File: config.mk
export PLATFORM = sky130hd
export DESIGN_NAME = grid_cell_neighbor_enumerator_flat
export DESIGN_NICKNAME = d
export VERILOG_FILES = /design/src/gcne_pkg.sv /design/src/gcne_if.sv /design/src/gcne_front.sv /design/src/gcne_queue.sv /design/src/gcne_back.sv /design/src/grid_cell_neighbor_enumerator.sv /design/src/flat_wrapper.sv
export SDC_FILE = /design/constraint.sdc
export NUM_CORES = 2
export LEC_CHECK = 0
export BUFFER_PORTS_ARGS = -buffer_cell sky130_fd_sc_hd__buf_2
export CAP_MARGIN = 0
export CORE_MARGIN = 1
export CORE_UTILIZATION = 55
export CTS_CLUSTER_DIAMETER = 200
export DETAILED_ROUTE_END_ITERATION = 16
export HOLD_SLACK_MARGIN = 0.02
export PLACE_DENSITY_LB_ADDON = 0.12
export RECOVER_POWER = 100
export SLEW_MARGIN = 40
export SYNTH_ARGS = -nofsm -noshare
export SYNTH_HDL_FRONTEND = slang
export SYNTH_SLANG_ARGS = --single-unit
File: constraint.sdc
create_clock -name i_clk -period 8.1 [get_ports i_clk]
set_input_delay 0 -clock i_clk [delete_from_list [all_inputs] [get_ports i_clk]]
set_output_delay 0 -clock i_clk [all_outputs]
set_load 0.02 [all_outputs]
File: src/gcne_pkg.sv
// Types, constants and the neighbor order table of the grid cell neighbor enumerator.
package gcne_pkg;

    localparam int INDEX_W     = 31;
    localparam int COORD_OUT_W = 10;
    localparam int CFG_REG_W   = 11;
    localparam int APB_DATA_W  = 32;
    localparam int APB_ADDR_W  = 4;
    localparam int NUM_SLOTS   = 27;
    localparam int SLOT_W      = 5;
    localparam int PLANE_SLOTS = 9;
    localparam int JOB_Q_DEPTH = 2;

    typedef enum logic [1:0] {
        REG_SIZE_I = 2'd0,
        REG_SIZE_J = 2'd1,
        REG_SIZE_K = 2'd2
    } t_cfg_reg;

    typedef enum logic [2:0] {
        FR_IDLE,
        FR_PLANE,
        FR_TOTAL,
        FR_RANGE,
        FR_DIVK,
        FR_DIVI,
        FR_PUSH
    } t_front_state;

    typedef enum logic [1:0] {
        OFF_ZERO,
        OFF_DEC,
        OFF_INC
    } t_off;

    typedef struct packed {
        t_off di;
        t_off dj;
        t_off dk;
    } t_slot_off;

    // Which steps away from the center stay inside the grid.
    typedef struct packed {
        logic dec_i;
        logic inc_i;
        logic dec_j;
        logic inc_j;
        logic dec_k;
        logic inc_k;
    } t_nbr_flags;

    function automatic t_slot_off mk_off(t_off di, t_off dj, t_off dk);
        t_slot_off o;
        o.di = di;
        o.dj = dj;
        o.dk = dk;
        return o;
    endfunction

    // Center plane: center, k+1, k-1, the j+1 group, the j-1 group.
    function automatic t_slot_off center_offset(logic [3:0] sub);
        t_slot_off o;
        unique case (sub)
            4'd0:    o = mk_off(OFF_ZERO, OFF_ZERO, OFF_ZERO);
            4'd1:    o = mk_off(OFF_ZERO, OFF_ZERO, OFF_INC);
            4'd2:    o = mk_off(OFF_ZERO, OFF_ZERO, OFF_DEC);
            4'd3:    o = mk_off(OFF_ZERO, OFF_INC, OFF_ZERO);
            4'd4:    o = mk_off(OFF_ZERO, OFF_INC, OFF_DEC);
            4'd5:    o = mk_off(OFF_ZERO, OFF_INC, OFF_INC);
            4'd6:    o = mk_off(OFF_ZERO, OFF_DEC, OFF_ZERO);
            4'd7:    o = mk_off(OFF_ZERO, OFF_DEC, OFF_DEC);
            4'd8:    o = mk_off(OFF_ZERO, OFF_DEC, OFF_INC);
            default: o = mk_off(OFF_ZERO, OFF_ZERO, OFF_ZERO);
        endcase
        return o;
    endfunction

    // Side planes i-1 and i+1 walk their nine cells in another order.
    function automatic t_slot_off side_offset(logic [3:0] sub, t_off di);
        t_slot_off o;
        unique case (sub)
            4'd0:    o = mk_off(di, OFF_ZERO, OFF_ZERO);
            4'd1:    o = mk_off(di, OFF_DEC, OFF_ZERO);
            4'd2:    o = mk_off(di, OFF_DEC, OFF_DEC);
            4'd3:    o = mk_off(di, OFF_DEC, OFF_INC);
            4'd4:    o = mk_off(di, OFF_ZERO, OFF_DEC);
            4'd5:    o = mk_off(di, OFF_INC, OFF_ZERO);
            4'd6:    o = mk_off(di, OFF_INC, OFF_DEC);
            4'd7:    o = mk_off(di, OFF_INC, OFF_INC);
            4'd8:    o = mk_off(di, OFF_ZERO, OFF_INC);
            default: o = mk_off(di, OFF_ZERO, OFF_ZERO);
        endcase
        return o;
    endfunction

    function automatic t_slot_off slot_offset(logic [SLOT_W-1:0] slot);
        logic [SLOT_W-1:0] sub;
        t_slot_off         o;
        sub = '0;
        priority if (slot < SLOT_W'(PLANE_SLOTS)) begin
            o = center_offset(slot[3:0]);
        end else if (slot < SLOT_W'(2 * PLANE_SLOTS)) begin
            sub = slot - SLOT_W'(PLANE_SLOTS);
            o   = side_offset(sub[3:0], OFF_DEC);
        end else begin
            sub = slot - SLOT_W'(2 * PLANE_SLOTS);
            o   = side_offset(sub[3:0], OFF_INC);
        end
        return o;
    endfunction

    function automatic logic axis_ok(t_off o, logic dec_ok, logic inc_ok);
        logic r;
        unique case (o)
            OFF_DEC: r = dec_ok;
            OFF_INC: r = inc_ok;
            default: r = 1'b1;
        endcase
        return r;
    endfunction

    function automatic logic slot_allowed(t_slot_off o, t_nbr_flags f);
        return axis_ok(o.di, f.dec_i, f.inc_i) &
               axis_ok(o.dj, f.dec_j, f.inc_j) &
               axis_ok(o.dk, f.dec_k, f.inc_k);
    endfunction

endpackage

File: src/gcne_if.sv
// Request and result channel interfaces.
interface gcne_req_if;
    logic                         valid;
    logic                         ready;
    logic [gcne_pkg::INDEX_W-1:0] cell_index;

    modport source (output valid, output cell_index, input ready);
    modport sink   (input valid, input cell_index, output ready);
endinterface

interface gcne_res_if;
    logic                             valid;
    logic                             ready;
    logic [gcne_pkg::COORD_OUT_W-1:0] cell_i;
    logic [gcne_pkg::COORD_OUT_W-1:0] cell_j;
    logic [gcne_pkg::COORD_OUT_W-1:0] cell_k;
    logic                             valid_res;
    logic                             last;

    modport source (output valid, output cell_i, output cell_j, output cell_k,
                    output valid_res, output last, input ready);
    modport sink   (input valid, input cell_i, input cell_j, input cell_k,
                    input valid_res, input last, output ready);
endinterface

File: src/gcne_front.sv
// Front end: takes a request, range-checks the index and splits it into i, j, k.
module gcne_front #(
    parameter int MAX_DIM = 1024
) (
    input  logic                               i_clk,
    input  logic                               i_rst_n,
    gcne_req_if.sink                           i_req,
    input  logic [$clog2(MAX_DIM+1)-1:0]       i_size_i,
    input  logic [$clog2(MAX_DIM+1)-1:0]       i_size_j,
    input  logic [$clog2(MAX_DIM+1)-1:0]       i_size_k,
    output logic                               o_job_valid,
    input  logic                               i_job_ready,
    output logic                               o_job_ok,
    output gcne_pkg::t_nbr_flags               o_job_flags,
    output logic [$clog2(MAX_DIM)-1:0]         o_job_i,
    output logic [$clog2(MAX_DIM)-1:0]         o_job_j,
    output logic [$clog2(MAX_DIM)-1:0]         o_job_k
);
    import gcne_pkg::*;

    localparam int CW   = $clog2(MAX_DIM);
    localparam int SW   = $clog2(MAX_DIM + 1);
    localparam int PW   = 2 * SW;
    localparam int TW   = 3 * SW;
    localparam int CMPW = (TW > INDEX_W) ? TW : INDEX_W;
    localparam int DW   = ((PW + CW) > INDEX_W) ? (PW + CW) : INDEX_W;
    localparam int CNTW = (CW > 1) ? $clog2(CW) : 1;

    t_front_state        r_state, n_state;
    logic                r_in_full;
    logic [INDEX_W-1:0]  r_in_idx;
    logic [PW-1:0]       r_plane;
    logic [TW-1:0]       r_total;
    logic [INDEX_W-1:0]  r_rem;
    logic [DW-1:0]       r_div;
    logic [CW-1:0]       r_quot;
    logic [CW-1:0]       r_k;
    logic [CNTW-1:0]     r_cnt;
    logic                r_ok;

    logic                take;
    logic                out_of_range;
    logic                ge;
    logic [INDEX_W-1:0]  rem_step;
    logic [CW-1:0]       quot_step;

    assign i_req.ready = !r_in_full;
    assign take        = (r_state == FR_IDLE) && r_in_full;

    // One restoring shift-subtract step per cycle.
    assign ge        = (DW'(r_rem) >= r_div);
    assign rem_step  = ge ? (r_rem - INDEX_W'(r_div)) : r_rem;
    assign quot_step = (r_quot << 1) | CW'(ge);

    assign out_of_range = (CMPW'(r_rem) >= CMPW'(r_total));

    always_comb begin
        n_state = r_state;
        unique case (r_state)
            FR_IDLE:  if (r_in_full) n_state = FR_PLANE;
            FR_PLANE: n_state = FR_TOTAL;
            FR_TOTAL: n_state = FR_RANGE;
            FR_RANGE: n_state = out_of_range ? FR_PUSH : FR_DIVK;
            FR_DIVK:  if (r_cnt == '0) n_state = FR_DIVI;
            FR_DIVI:  if (r_cnt == '0) n_state = FR_PUSH;
            FR_PUSH:  if (i_job_ready) n_state = FR_IDLE;
            default:  n_state = FR_IDLE;
        endcase
    end

    always_comb begin
        o_job_valid       = (r_state == FR_PUSH);
        o_job_ok          = r_ok;
        o_job_i           = r_quot;
        o_job_j           = r_rem[CW-1:0];
        o_job_k           = r_k;
        o_job_flags.dec_i = (r_quot != '0);
        o_job_flags.inc_i = (SW'(r_quot) != (i_size_i - SW'(1)));
        o_job_flags.dec_j = (r_rem[CW-1:0] != '0);
        o_job_flags.inc_j = (SW'(r_rem[CW-1:0]) != (i_size_j - SW'(1)));
        o_job_flags.dec_k = (r_k != '0);
        o_job_flags.inc_k = (SW'(r_k) != (i_size_k - SW'(1)));
    end

    always_ff @(posedge i_clk) begin
        if (!i_rst_n) begin
            r_state   <= FR_IDLE;
            r_in_full <= 1'b0;
        end else begin
            r_state <= n_state;
            if (i_req.valid && i_req.ready) begin
                r_in_full <= 1'b1;
            end else if (take) begin
                r_in_full <= 1'b0;
            end
        end
    end

    always_ff @(posedge i_clk) begin
        if (i_req.valid && i_req.ready) begin
            r_in_idx <= i_req.cell_index;
        end
        unique case (r_state)
            FR_IDLE: begin
                if (r_in_full) r_rem <= r_in_idx;
            end
            FR_PLANE: r_plane <= PW'(i_size_i) * PW'(i_size_j);
            FR_TOTAL: r_total <= TW'(r_plane) * TW'(i_size_k);
            FR_RANGE: begin
                r_quot <= '0;
                r_cnt  <= CNTW'(CW - 1);
                if (out_of_range) begin
                    // rejected: all coordinates read back as zero
                    r_ok  <= 1'b0;
                    r_k   <= '0;
                    r_rem <= '0;
                end else begin
                    r_ok  <= 1'b1;
                    r_div <= DW'(r_plane) << (CW - 1);
                end
            end
            FR_DIVK: begin
                r_rem <= rem_step;
                if (r_cnt == '0) begin
                    r_k    <= quot_step;
                    r_quot <= '0;
                    r_div  <= DW'(i_size_j) << (CW - 1);
                    r_cnt  <= CNTW'(CW - 1);
                end else begin
                    r_quot <= quot_step;
                    r_div  <= r_div >> 1;
                    r_cnt  <= r_cnt - CNTW'(1);
                end
            end
            FR_DIVI: begin
                r_rem  <= rem_step;
                r_quot <= quot_step;
                r_div  <= r_div >> 1;
                if (r_cnt != '0) r_cnt <= r_cnt - CNTW'(1);
            end
            default: begin
            end
        endcase
    end

endmodule

File: src/gcne_queue.sv
// Small register queue between the front and back ends.
module gcne_queue #(
    parameter int WIDTH = 8,
    parameter int DEPTH = 2
) (
    input  logic             i_clk,
    input  logic             i_rst_n,
    input  logic             i_wr_valid,
    output logic             o_wr_ready,
    input  logic [WIDTH-1:0] i_wdata,
    output logic             o_rd_valid,
    input  logic             i_rd_ready,
    output logic [WIDTH-1:0] o_rdata
);
    localparam int AW   = (DEPTH > 1) ? $clog2(DEPTH) : 1;
    localparam int CNTW = $clog2(DEPTH + 1);

    logic [WIDTH-1:0] r_mem [DEPTH];
    logic [AW-1:0]    r_wr_ptr;
    logic [AW-1:0]    r_rd_ptr;
    logic [CNTW-1:0]  r_count;
    logic             push;
    logic             pop;

    assign o_wr_ready = (r_count != CNTW'(DEPTH));
    assign o_rd_valid = (r_count != '0);
    assign o_rdata    = r_mem[r_rd_ptr];
    assign push       = i_wr_valid && o_wr_ready;
    assign pop        = o_rd_valid && i_rd_ready;

    always_ff @(posedge i_clk) begin
        if (!i_rst_n) begin
            r_wr_ptr <= '0;
            r_rd_ptr <= '0;
            r_count  <= '0;
        end else begin
            if (push) begin
                r_wr_ptr <= (r_wr_ptr == AW'(DEPTH - 1)) ? '0 : r_wr_ptr + AW'(1);
            end
            if (pop) begin
                r_rd_ptr <= (r_rd_ptr == AW'(DEPTH - 1)) ? '0 : r_rd_ptr + AW'(1);
            end
            if (push && !pop) begin
                r_count <= r_count + CNTW'(1);
            end else if (pop && !push) begin
                r_count <= r_count - CNTW'(1);
            end
        end
    end

    always_ff @(posedge i_clk) begin
        if (push) r_mem[r_wr_ptr] <= i_wdata;
    end

endmodule

File: src/gcne_back.sv
// Back end: walks a job's neighbor order, emits one result per cycle unless stalled.
module gcne_back #(
    parameter int COORD_W = 10
) (
    input  logic                 i_clk,
    input  logic                 i_rst_n,
    input  logic                 i_job_valid,
    output logic                 o_job_ready,
    input  logic                 i_job_ok,
    input  gcne_pkg::t_nbr_flags i_job_flags,
    input  logic [COORD_W-1:0]   i_job_i,
    input  logic [COORD_W-1:0]   i_job_j,
    input  logic [COORD_W-1:0]   i_job_k,
    gcne_res_if.source           o_res
);
    import gcne_pkg::*;

    function automatic logic [COORD_W-1:0] apply_off(logic [COORD_W-1:0] b, t_off o);
        logic [COORD_W-1:0] r;
        unique case (o)
            OFF_DEC: r = b - COORD_W'(1);
            OFF_INC: r = b + COORD_W'(1);
            default: r = b;
        endcase
        return r;
    endfunction

    logic                   r_busy;
    logic [NUM_SLOTS-1:0]   r_mask;
    logic                   r_ok;
    logic [COORD_W-1:0]     r_base_i;
    logic [COORD_W-1:0]     r_base_j;
    logic [COORD_W-1:0]     r_base_k;
    logic                   r_out_valid;
    logic [COORD_OUT_W-1:0] r_out_i;
    logic [COORD_OUT_W-1:0] r_out_j;
    logic [COORD_OUT_W-1:0] r_out_k;
    logic                   r_out_vres;
    logic                   r_out_last;

    logic [NUM_SLOTS-1:0]   low_one;
    logic [NUM_SLOTS-1:0]   rest;
    logic [NUM_SLOTS-1:0]   load_mask;
    logic [SLOT_W-1:0]      sel;
    t_slot_off              off;
    logic                   can_emit;
    logic                   finish;
    logic                   load;

    // lowest pending slot is the next one in the fixed order
    assign low_one = r_mask & (~r_mask + NUM_SLOTS'(1));
    assign rest    = r_mask & (r_mask - NUM_SLOTS'(1));

    always_comb begin
        sel = '0;
        for (int s = 0; s < NUM_SLOTS; s++) begin
            if (low_one[s]) sel = sel | SLOT_W'(s);
        end
    end

    assign off = slot_offset(sel);

    always_comb begin
        for (int s = 0; s < NUM_SLOTS; s++) begin
            load_mask[s] = i_job_ok ? slot_allowed(slot_offset(SLOT_W'(s)), i_job_flags)
                                    : (s == 0);
        end
    end

    assign can_emit    = r_busy && (!r_out_valid || o_res.ready);
    assign finish      = can_emit && (rest == '0);
    assign o_job_ready = !r_busy || finish;
    assign load        = i_job_valid && o_job_ready;

    assign o_res.valid     = r_out_valid;
    assign o_res.cell_i    = r_out_i;
    assign o_res.cell_j    = r_out_j;
    assign o_res.cell_k    = r_out_k;
    assign o_res.valid_res = r_out_vres;
    assign o_res.last      = r_out_last;

    always_ff @(posedge i_clk) begin
        if (!i_rst_n) begin
            r_busy      <= 1'b0;
            r_out_valid <= 1'b0;
        end else begin
            if (load) begin
                r_busy <= 1'b1;
            end else if (finish) begin
                r_busy <= 1'b0;
            end
            if (can_emit) begin
                r_out_valid <= 1'b1;
            end else if (o_res.ready) begin
                r_out_valid <= 1'b0;
            end
        end
    end

    always_ff @(posedge i_clk) begin
        if (load) begin
            r_mask   <= load_mask;
            r_ok     <= i_job_ok;
            r_base_i <= i_job_i;
            r_base_j <= i_job_j;
            r_base_k <= i_job_k;
        end else if (can_emit) begin
            r_mask <= rest;
        end
        if (can_emit) begin
            r_out_i    <= COORD_OUT_W'(apply_off(r_base_i, off.di));
            r_out_j    <= COORD_OUT_W'(apply_off(r_base_j, off.dj));
            r_out_k    <= COORD_OUT_W'(apply_off(r_base_k, off.dk));
            r_out_vres <= r_ok;
            r_out_last <= (rest == '0);
        end
    end

endmodule

File: src/grid_cell_neighbor_enumerator.sv
// Grid cell neighbor enumerator top level: register port, front end, job queue, back end.
//
// Each request carries a linear cell index (k major, then i, then j) into a 3-D grid
// whose sizes size_i, size_j and size_k sit in APB registers at byte addresses 0x0, 0x4
// and 0x8 (11 bits each, reset 1, values above MAX_DIM are clamped to MAX_DIM). For an
// index inside the grid the block returns the cell itself and then every in-bounds cell
// of its 26-neighborhood in a fixed order (center, k+1, k-1, the j+1 group, the j-1
// group, the i-1 plane, the i+1 plane), 1 to 27 results with last set on the final one.
// An index at or beyond size_i*size_j*size_k, or any request while a size is zero, gets
// a single result with valid_res=0, zero coordinates and last=1. The back end emits one
// result per cycle while the result channel is not stalled. The front end forms the
// plane and grid sizes in two multiply stages, then splits the index by two
// one-bit-per-cycle shift-subtract divisions; a rejected index skips the divisions. A
// two-entry job queue lets the front end work on the next request while the back end
// is still emitting. Sizes are to be written only while the block is idle.
module grid_cell_neighbor_enumerator #(
    parameter int MAX_DIM = 1024
) (
    input  logic                            i_clk,
    input  logic                            i_rst_n,
    gcne_req_if.sink                        i_req,
    gcne_res_if.source                      o_res,
    input  logic                            psel,
    input  logic                            penable,
    input  logic                            pwrite,
    input  logic [gcne_pkg::APB_ADDR_W-1:0] paddr,
    input  logic [gcne_pkg::APB_DATA_W-1:0] pwdata,
    output logic [gcne_pkg::APB_DATA_W-1:0] prdata,
    output logic                            pready
);
    import gcne_pkg::*;

    localparam int CW = $clog2(MAX_DIM);
    localparam int SW = $clog2(MAX_DIM + 1);
    localparam int JW = 1 + $bits(t_nbr_flags) + 3 * CW;

    // size registers, raw as written
    logic [CFG_REG_W-1:0] r_size_i;
    logic [CFG_REG_W-1:0] r_size_j;
    logic [CFG_REG_W-1:0] r_size_k;

    // clamped sizes seen by the datapath
    logic [SW-1:0]        eff_i;
    logic [SW-1:0]        eff_j;
    logic [SW-1:0]        eff_k;

    logic                 cfg_wr;
    t_cfg_reg             cfg_sel;

    // front end to queue
    logic                 fq_valid;
    logic                 fq_ready;
    logic                 f_ok;
    t_nbr_flags           f_flags;
    logic [CW-1:0]        f_i;
    logic [CW-1:0]        f_j;
    logic [CW-1:0]        f_k;
    logic [JW-1:0]        fq_data;

    // queue to back end
    logic                 qb_valid;
    logic                 qb_ready;
    logic [JW-1:0]        qb_data;
    logic                 b_ok;
    t_nbr_flags           b_flags;
    logic [CW-1:0]        b_i;
    logic [CW-1:0]        b_j;
    logic [CW-1:0]        b_k;

    // ---------------------------------------------------------------
    // APB register port: write on the access phase, pready tied high
    // ---------------------------------------------------------------
    assign pready  = 1'b1;
    assign cfg_wr  = psel && penable && pwrite && pready;
    assign cfg_sel = t_cfg_reg'(paddr[3:2]);

    always_ff @(posedge i_clk) begin
        if (!i_rst_n) begin
            r_size_i <= CFG_REG_W'(1);
            r_size_j <= CFG_REG_W'(1);
            r_size_k <= CFG_REG_W'(1);
        end else if (cfg_wr) begin
            unique case (cfg_sel)
                REG_SIZE_I: r_size_i <= pwdata[CFG_REG_W-1:0];
                REG_SIZE_J: r_size_j <= pwdata[CFG_REG_W-1:0];
                REG_SIZE_K: r_size_k <= pwdata[CFG_REG_W-1:0];
                default: begin
                end
            endcase
        end
    end

    always_comb begin
        unique case (cfg_sel)
            REG_SIZE_I: prdata = APB_DATA_W'(r_size_i);
            REG_SIZE_J: prdata = APB_DATA_W'(r_size_j);
            REG_SIZE_K: prdata = APB_DATA_W'(r_size_k);
            default:    prdata = '0;
        endcase
    end

    // clamp to MAX_DIM; a zero size passes through and makes every request miss
    assign eff_i = (32'(r_size_i) > 32'(MAX_DIM)) ? SW'(MAX_DIM) : SW'(r_size_i);
    assign eff_j = (32'(r_size_j) > 32'(MAX_DIM)) ? SW'(MAX_DIM) : SW'(r_size_j);
    assign eff_k = (32'(r_size_k) > 32'(MAX_DIM)) ? SW'(MAX_DIM) : SW'(r_size_k);

    // ---------------------------------------------------------------
    // front end: range check and index split
    // ---------------------------------------------------------------
    gcne_front #(
        .MAX_DIM (MAX_DIM)
    ) u_front (
        .i_clk       (i_clk),
        .i_rst_n     (i_rst_n),
        .i_req       (i_req),
        .i_size_i    (eff_i),
        .i_size_j    (eff_j),
        .i_size_k    (eff_k),
        .o_job_valid (fq_valid),
        .i_job_ready (fq_ready),
        .o_job_ok    (f_ok),
        .o_job_flags (f_flags),
        .o_job_i     (f_i),
        .o_job_j     (f_j),
        .o_job_k     (f_k)
    );

    assign fq_data = {f_ok, f_flags, f_i, f_j, f_k};

    // ---------------------------------------------------------------
    // job queue decouples the divider from the result stream
    // ---------------------------------------------------------------
    gcne_queue #(
        .WIDTH (JW),
        .DEPTH (JOB_Q_DEPTH)
    ) u_queue (
        .i_clk      (i_clk),
        .i_rst_n    (i_rst_n),
        .i_wr_valid (fq_valid),
        .o_wr_ready (fq_ready),
        .i_wdata    (fq_data),
        .o_rd_valid (qb_valid),
        .i_rd_ready (qb_ready),
        .o_rdata    (qb_data)
    );

    assign {b_ok, b_flags, b_i, b_j, b_k} = qb_data;

    // ---------------------------------------------------------------
    // back end: neighbor walk into the output register
    // ---------------------------------------------------------------
    gcne_back #(
        .COORD_W (CW)
    ) u_back (
        .i_clk       (i_clk),
        .i_rst_n     (i_rst_n),
        .i_job_valid (qb_valid),
        .o_job_ready (qb_ready),
        .i_job_ok    (b_ok),
        .i_job_flags (b_flags),
        .i_job_i     (b_i),
        .i_job_j     (b_j),
        .i_job_k     (b_k),
        .o_res       (o_res)
    );

endmodule

File: src/flat_wrapper.sv
// flat-port wrapper written by rule: the top's interface ports become plain ports
module grid_cell_neighbor_enumerator_flat import gcne_pkg::*;
#(
    parameter int MAX_DIM = 1024
)
  (i_clk, i_rst_n, psel, penable, pwrite, paddr, pwdata, prdata, pready, i_req_valid, i_req_cell_index, i_req_ready, o_res_valid, o_res_cell_i, o_res_cell_j, o_res_cell_k, o_res_valid_res, o_res_last, o_res_ready);
  gcne_req_if i_req_i ();
  gcne_res_if o_res_i ();
  input  logic i_clk;
  input  logic i_rst_n;
  input  logic psel;
  input  logic penable;
  input  logic pwrite;
  input  logic [gcne_pkg::APB_ADDR_W-1:0] paddr;
  input  logic [gcne_pkg::APB_DATA_W-1:0] pwdata;
  output logic [gcne_pkg::APB_DATA_W-1:0] prdata;
  output logic pready;
  input wire logic [$bits(i_req_i.valid)-1:0] i_req_valid;
  input wire logic [$bits(i_req_i.cell_index)-1:0] i_req_cell_index;
  output wire logic [$bits(i_req_i.ready)-1:0] i_req_ready;
  output wire logic [$bits(o_res_i.valid)-1:0] o_res_valid;
  output wire logic [$bits(o_res_i.cell_i)-1:0] o_res_cell_i;
  output wire logic [$bits(o_res_i.cell_j)-1:0] o_res_cell_j;
  output wire logic [$bits(o_res_i.cell_k)-1:0] o_res_cell_k;
  output wire logic [$bits(o_res_i.valid_res)-1:0] o_res_valid_res;
  output wire logic [$bits(o_res_i.last)-1:0] o_res_last;
  input wire logic [$bits(o_res_i.ready)-1:0] o_res_ready;
  assign i_req_i.valid = i_req_valid;
  assign i_req_i.cell_index = i_req_cell_index;
  assign i_req_ready = i_req_i.ready;
  assign o_res_valid = o_res_i.valid;
  assign o_res_cell_i = o_res_i.cell_i;
  assign o_res_cell_j = o_res_i.cell_j;
  assign o_res_cell_k = o_res_i.cell_k;
  assign o_res_valid_res = o_res_i.valid_res;
  assign o_res_last = o_res_i.last;
  assign o_res_i.ready = o_res_ready;
  grid_cell_neighbor_enumerator #(.MAX_DIM(MAX_DIM)) u_core (.i_clk(i_clk), .i_rst_n(i_rst_n), .i_req(i_req_i), .o_res(o_res_i), .psel(psel), .penable(penable), .pwrite(pwrite), .paddr(paddr), .pwdata(pwdata), .prdata(prdata), .pready(pready));
endmodule
==> metrics.txt <==
# TYPE chip_impl_metric gauge
chip_impl_metric{name="ff_latch_area",unit="um^2"} 11000
chip_impl_metric{name="htree_num_levels",unit=""} 2
chip_impl_metric{name="max-clock-path-buffers",unit=""} 3
chip_impl_metric{name="synthMuxAreaShare",unit="%"} 3.02
chip_impl_metric{name="postRouteAntennaNets",unit=""} 0
chip_impl_metric{name="path_clk_slew",unit="ns"} 0.06
chip_impl_metric{name="synth_top_cell_area_share",unit="%"} 31.0
chip_impl_metric{name="hold_viol_final",unit=""} 0
chip_impl_metric{name="detail_route.wirelength",unit="mm"} 86.3
chip_impl_info{name="largest_family_of_logic_cells_by_synthesized_area",value="adder cells"} 1
chip_impl_metric{name="initial_core_util",unit="%"} 55.5
chip_impl_metric{name="maxCapViolCount",unit=""} 9
chip_impl_metric{name="top_level_ports",unit=""} 141
chip_impl_metric{name="final_critical_path_setup_slack",unit="ns"} 0.865
chip_impl_metric{name="timing.critical_path.arrival",unit="ns"} 7.64
chip_impl_info{name="crit_type",value="flip-flop to flip-flop"} 1
chip_impl_metric{name="first_global_vias",unit=""} 25245
chip_impl_metric{name="post_synth_xor_area_fraction",unit="%"} 3.35
chip_impl_metric{name="finalCritPeriodShare",unit="%"} 89.3
chip_impl_metric{name="std_cell_rows",unit=""} 89
chip_impl_metric{name="final_net_count",unit=""} 4002
chip_impl_metric{name="worst_slew_margin_rel",unit="%"} -143
chip_impl_metric{name="report.final.slew_viol_count",unit=""} 310
chip_impl_metric{name="die_extent_in_x",unit="um"} 246
chip_impl_info{name="synth-main-ff-cell",value="edfxtp_1"} 1
chip_impl_metric{name="crit_fanout",unit=""} 10
chip_impl_metric{name="detail_route.wl_per_cell",unit="um"} 20.3
chip_impl_metric{name="timing.reg2reg.worst_path_depth",unit=""} 22
chip_impl_metric{name="synth_cell_type_count",unit=""} 87
chip_impl_metric{name="setup-violations-final",unit=""} 0
chip_impl_metric{name="power_leakage",unit="nW"} 15.2
chip_impl_info{name="root_buffer",value="clkbuf_16"} 1
chip_impl_metric{name="synth-simple-area-share",unit="%"} 16.9
chip_impl_metric{name="synth_async_sr_flop_share",unit="%"} 0
chip_impl_metric{name="dpl_worst_slack",unit="ns"} 1.22
chip_impl_metric{name="viasPerCell",unit=""} 5.90
chip_impl_info{name="layout_commonest_cell",value="inv_1"} 1
chip_impl_metric{name="setup_tns",unit="ns"} 0
chip_impl_info{name="worstSetupEndpointType",value="flip-flop"} 1
chip_impl_info{name="outcome",value="complete, but fails checks"} 1
chip_impl_metric{name="synthToLayoutAreaGrowth",unit="%"} 8.92
chip_impl_metric{name="cp_data_required_time",unit="ns"} 8.51
chip_impl_info{name="synth.largest_area_cell",value="edfxtp_1"} 1
chip_impl_metric{name="multi_input_comb_area",unit="um^2"} 19400
chip_impl_metric{name="power-per-cell-area",unit="nW/um^2"} 166
chip_impl_metric{name="synth-compound-area-share",unit="%"} 10.6
chip_impl_metric{name="post_route_minimum_period",unit="ns"} 7.23
chip_impl_metric{name="clock_skew",unit="ns"} 0.0321
chip_impl_metric{name="dp.final_hpwl",unit="mm"} 65.1
chip_impl_metric{name="grt_usage",unit="%"} 29.0
chip_impl_metric{name="synthesis.area_per_instance",unit="um^2"} 9.70
chip_impl_metric{name="placeableCoreArea",unit="um^2"} 58900
chip_impl_metric{name="drcViolationCount",unit=""} 0
chip_impl_metric{name="grt-ovfl-total",unit=""} 0
chip_impl_info{name="rsz0062_at_grt",value="false"} 1
chip_impl_metric{name="finalWeightedCongestion",unit=""} 0.881
chip_impl_metric{name="grt_first_pass_wirelength",unit="mm"} 138
chip_impl_metric{name="post_synth_fa_ha_maj_area_fraction",unit="%"} 25.0
chip_impl_metric{name="die_height",unit="um"} 246
chip_impl_metric{name="cts_buffers",unit=""} 44
chip_impl_metric{name="cts_repair_resize_count",unit=""} 0
chip_impl_metric{name="design.die.area",unit="um^2"} 60400
chip_impl_metric{name="layout-drive-gt1-share",unit="%"} 6.14
chip_impl_metric{name="ctsHoldBuffers",unit=""} 46
chip_impl_metric{name="postCtsSetupBuffers",unit=""} 0
chip_impl_metric{name="synth_enable_flop_cells",unit=""} 337
chip_impl_metric{name="num_vias",unit=""} 25016
chip_impl_metric{name="yosysWarningCount",unit=""} 0
chip_impl_metric{name="post_synth_instance_area",unit="um^2"} 32700
chip_impl_metric{name="dr.first_iter.drc_count",unit=""} 1852
chip_impl_metric{name="grt_max_degree",unit=""} 84
chip_impl_metric{name="synth_cells",unit=""} 3369
chip_impl_metric{name="max_clock_freq",unit="GHz"} 0.138
chip_impl_metric{name="fillCellCount",unit=""} 4953
chip_impl_metric{name="tightest_slew",unit="ns"} 3.64
chip_impl_metric{name="worstSkewPairLatency",unit="ns"} 0.59
chip_impl_metric{name="antenna_found_initial",unit=""} 1
chip_impl_info{name="layout_common_cells",value="430 x inv_1, 372 x nand2_1, 337 x edfxtp_1, 263 x fa_1, 232 x ha_1"} 1
chip_impl_metric{name="port_buffers",unit=""} 95
chip_impl_info{name="worst_setup_path_start_kind",value="flip-flop"} 1
chip_impl_metric{name="irDropWorstVdd",unit="mV"} 0.162
chip_impl_metric{name="synth_sequential_area_ratio",unit="%"} 33.6
chip_impl_metric{name="cts_sinks",unit=""} 381
chip_impl_info{name="hold_path_class",value="input port to flip-flop"} 1
chip_impl_metric{name="firstDrtPassIters",unit=""} 7
chip_impl_metric{name="hold_depth",unit=""} 6
chip_impl_info{name="violations",value="max-capacitance violations, max-slew violations"} 1
chip_impl_info{name="ys_top_cells_by_area",value="edfxtp_1 31%, fa_1 16%, ha_1 8.9%"} 1
chip_impl_metric{name="synth.ff_latch_count",unit=""} 381
chip_impl_info{name="tritoncts_clock_tree",value="built"} 1
## worst paths after layout
check                           from                       endpoint  slack (ns)
min                          penable             u_core.r_size_k[7]        0.12
max reg2reg  u_core.u_back.r_mask[0]  u_core.u_back.o_res.cell_j[9]        0.87
max          u_core.u_back.r_mask[0]  u_core.u_back.o_res.cell_j[9]        0.87
min reg2reg       u_core.u_back.r_ok  u_core.u_back.o_res.valid_res        0.43
## cells in the mapped netlist, drive strengths merged (34+ instances only)
| cell type | number |
|---|---|
| xnor2 | 87 |
| nand3 | 103 |
| edfxtp | 337 |
| buf | 40 |
| mux2 | 44 |
| nand4 | 36 |
| inv | 431 |
| clkbuf | 143 |
| a21oi | 126 |
| nor2b | 73 |
| o21ai | 144 |
| nor2 | 196 |
| a21o | 34 |
| xor2 | 38 |
| mux2i | 49 |
| and2 | 146 |
| fa | 263 |
| nand2 | 372 |
| dfxtp | 44 |
| nor3 | 50 |
| ha | 232 |
## cell type report
| cell class | instances | area share [%] |
|---|---|---|
| repair buffers | 181 | 3.15 |
| clock buffers | 58 | 3.37 |
| clock inverters | 23 | 0.903 |
| inverters | 432 | 4.55 |
| diodes | 1 | 0.00703 |
| multi-input cells | 2393 | 54.4 |
| flip-flops and latches | 381 | 30.9 |
| well taps | 773 | 2.72 |
## critical path, stage by stage (launching register included)
cell and delay [ns]:
edfxtp_1 0.51, nor4_1 0.53, nand3_1 0.44, nor4_1 0.76, a31oi_1 0.16, nor4bb_1 0.17, clkbuf_1 0.21, ha_1 0.36
a31oi_1 0.33, nor2_1 0.15, clkbuf_1 0.30, o311a_1 0.44, ha_1 0.28, inv_1 0.30, ha_1 0.22, a21o_1 0.08
a21oi_1 0.09, o21ai_0 0.17, a21oi_1 0.12, o21ai_0 0.48, a31o_2 0.24, or4b_2 0.59, o211ai_1 0.13
## metrics by stage
step | instances | area (um^2) | hold WS [ns] | power (mW) | util [%]
floorplan | 3389 | 32800 | 0.0989 | 3.43 | -
global placement | 4109 | 33800 | 0.178 | 3.75 | 57.3
detailed placement | 4114 | 33900 | 0.178 | 3.81 | 57.5
CTS | 4241 | 35900 | 0.0997 | 5.95 | 60.9
global route | 4241 | 35600 | 0.124 | 6.16 | 60.4
finish | 4242 | 35600 | 0.115 | 5.91 | 60.4
## logic make-up after synthesis
logic type | count (synthesis)
AND/OR/NAND/NOR | 1125
buffers and inverters | 615
AO/OA/AOI/OAI | 532
adder cells (fa/ha/maj) | 496
flip-flops | 381
XOR/XNOR | 125
multiplexers | 93
other | 2
## sequential cells by signal, summed over array words and instances, names as in the netlist, 22 cells and up, named ones only
name / flops
u_core.u_back.r_mask: 27
u_core.u_front.r_in_idx: 31
u_core.u_front.r_total: 33
u_core.u_front.r_plane: 22
u_core.u_queue.r_mem: 74
u_core.u_front.r_div: 31
u_core.u_front.r_rem: 31
## metal layers
layer | share of wire [%] | up-vias | global-route usage (%)
met5 | 0 | - | 0
met4 | 3.0 | 0 | 8.84
met3 | 6.9 | 155 | 5.10
met2 | 48 | 887 | 48.2
met1 | 42 | 12433 | 38.7
li1 | - | 11541 | -
## power breakdown
part           internal [mW]  leakage (nW)  switching, mW  total (mW)
registers               2.34          3.46          0.179        2.52
clock network           1.27         0.731          0.858        2.13
logic                  0.483          11.0          0.779        1.26
(Power assumes the default switching activity.)
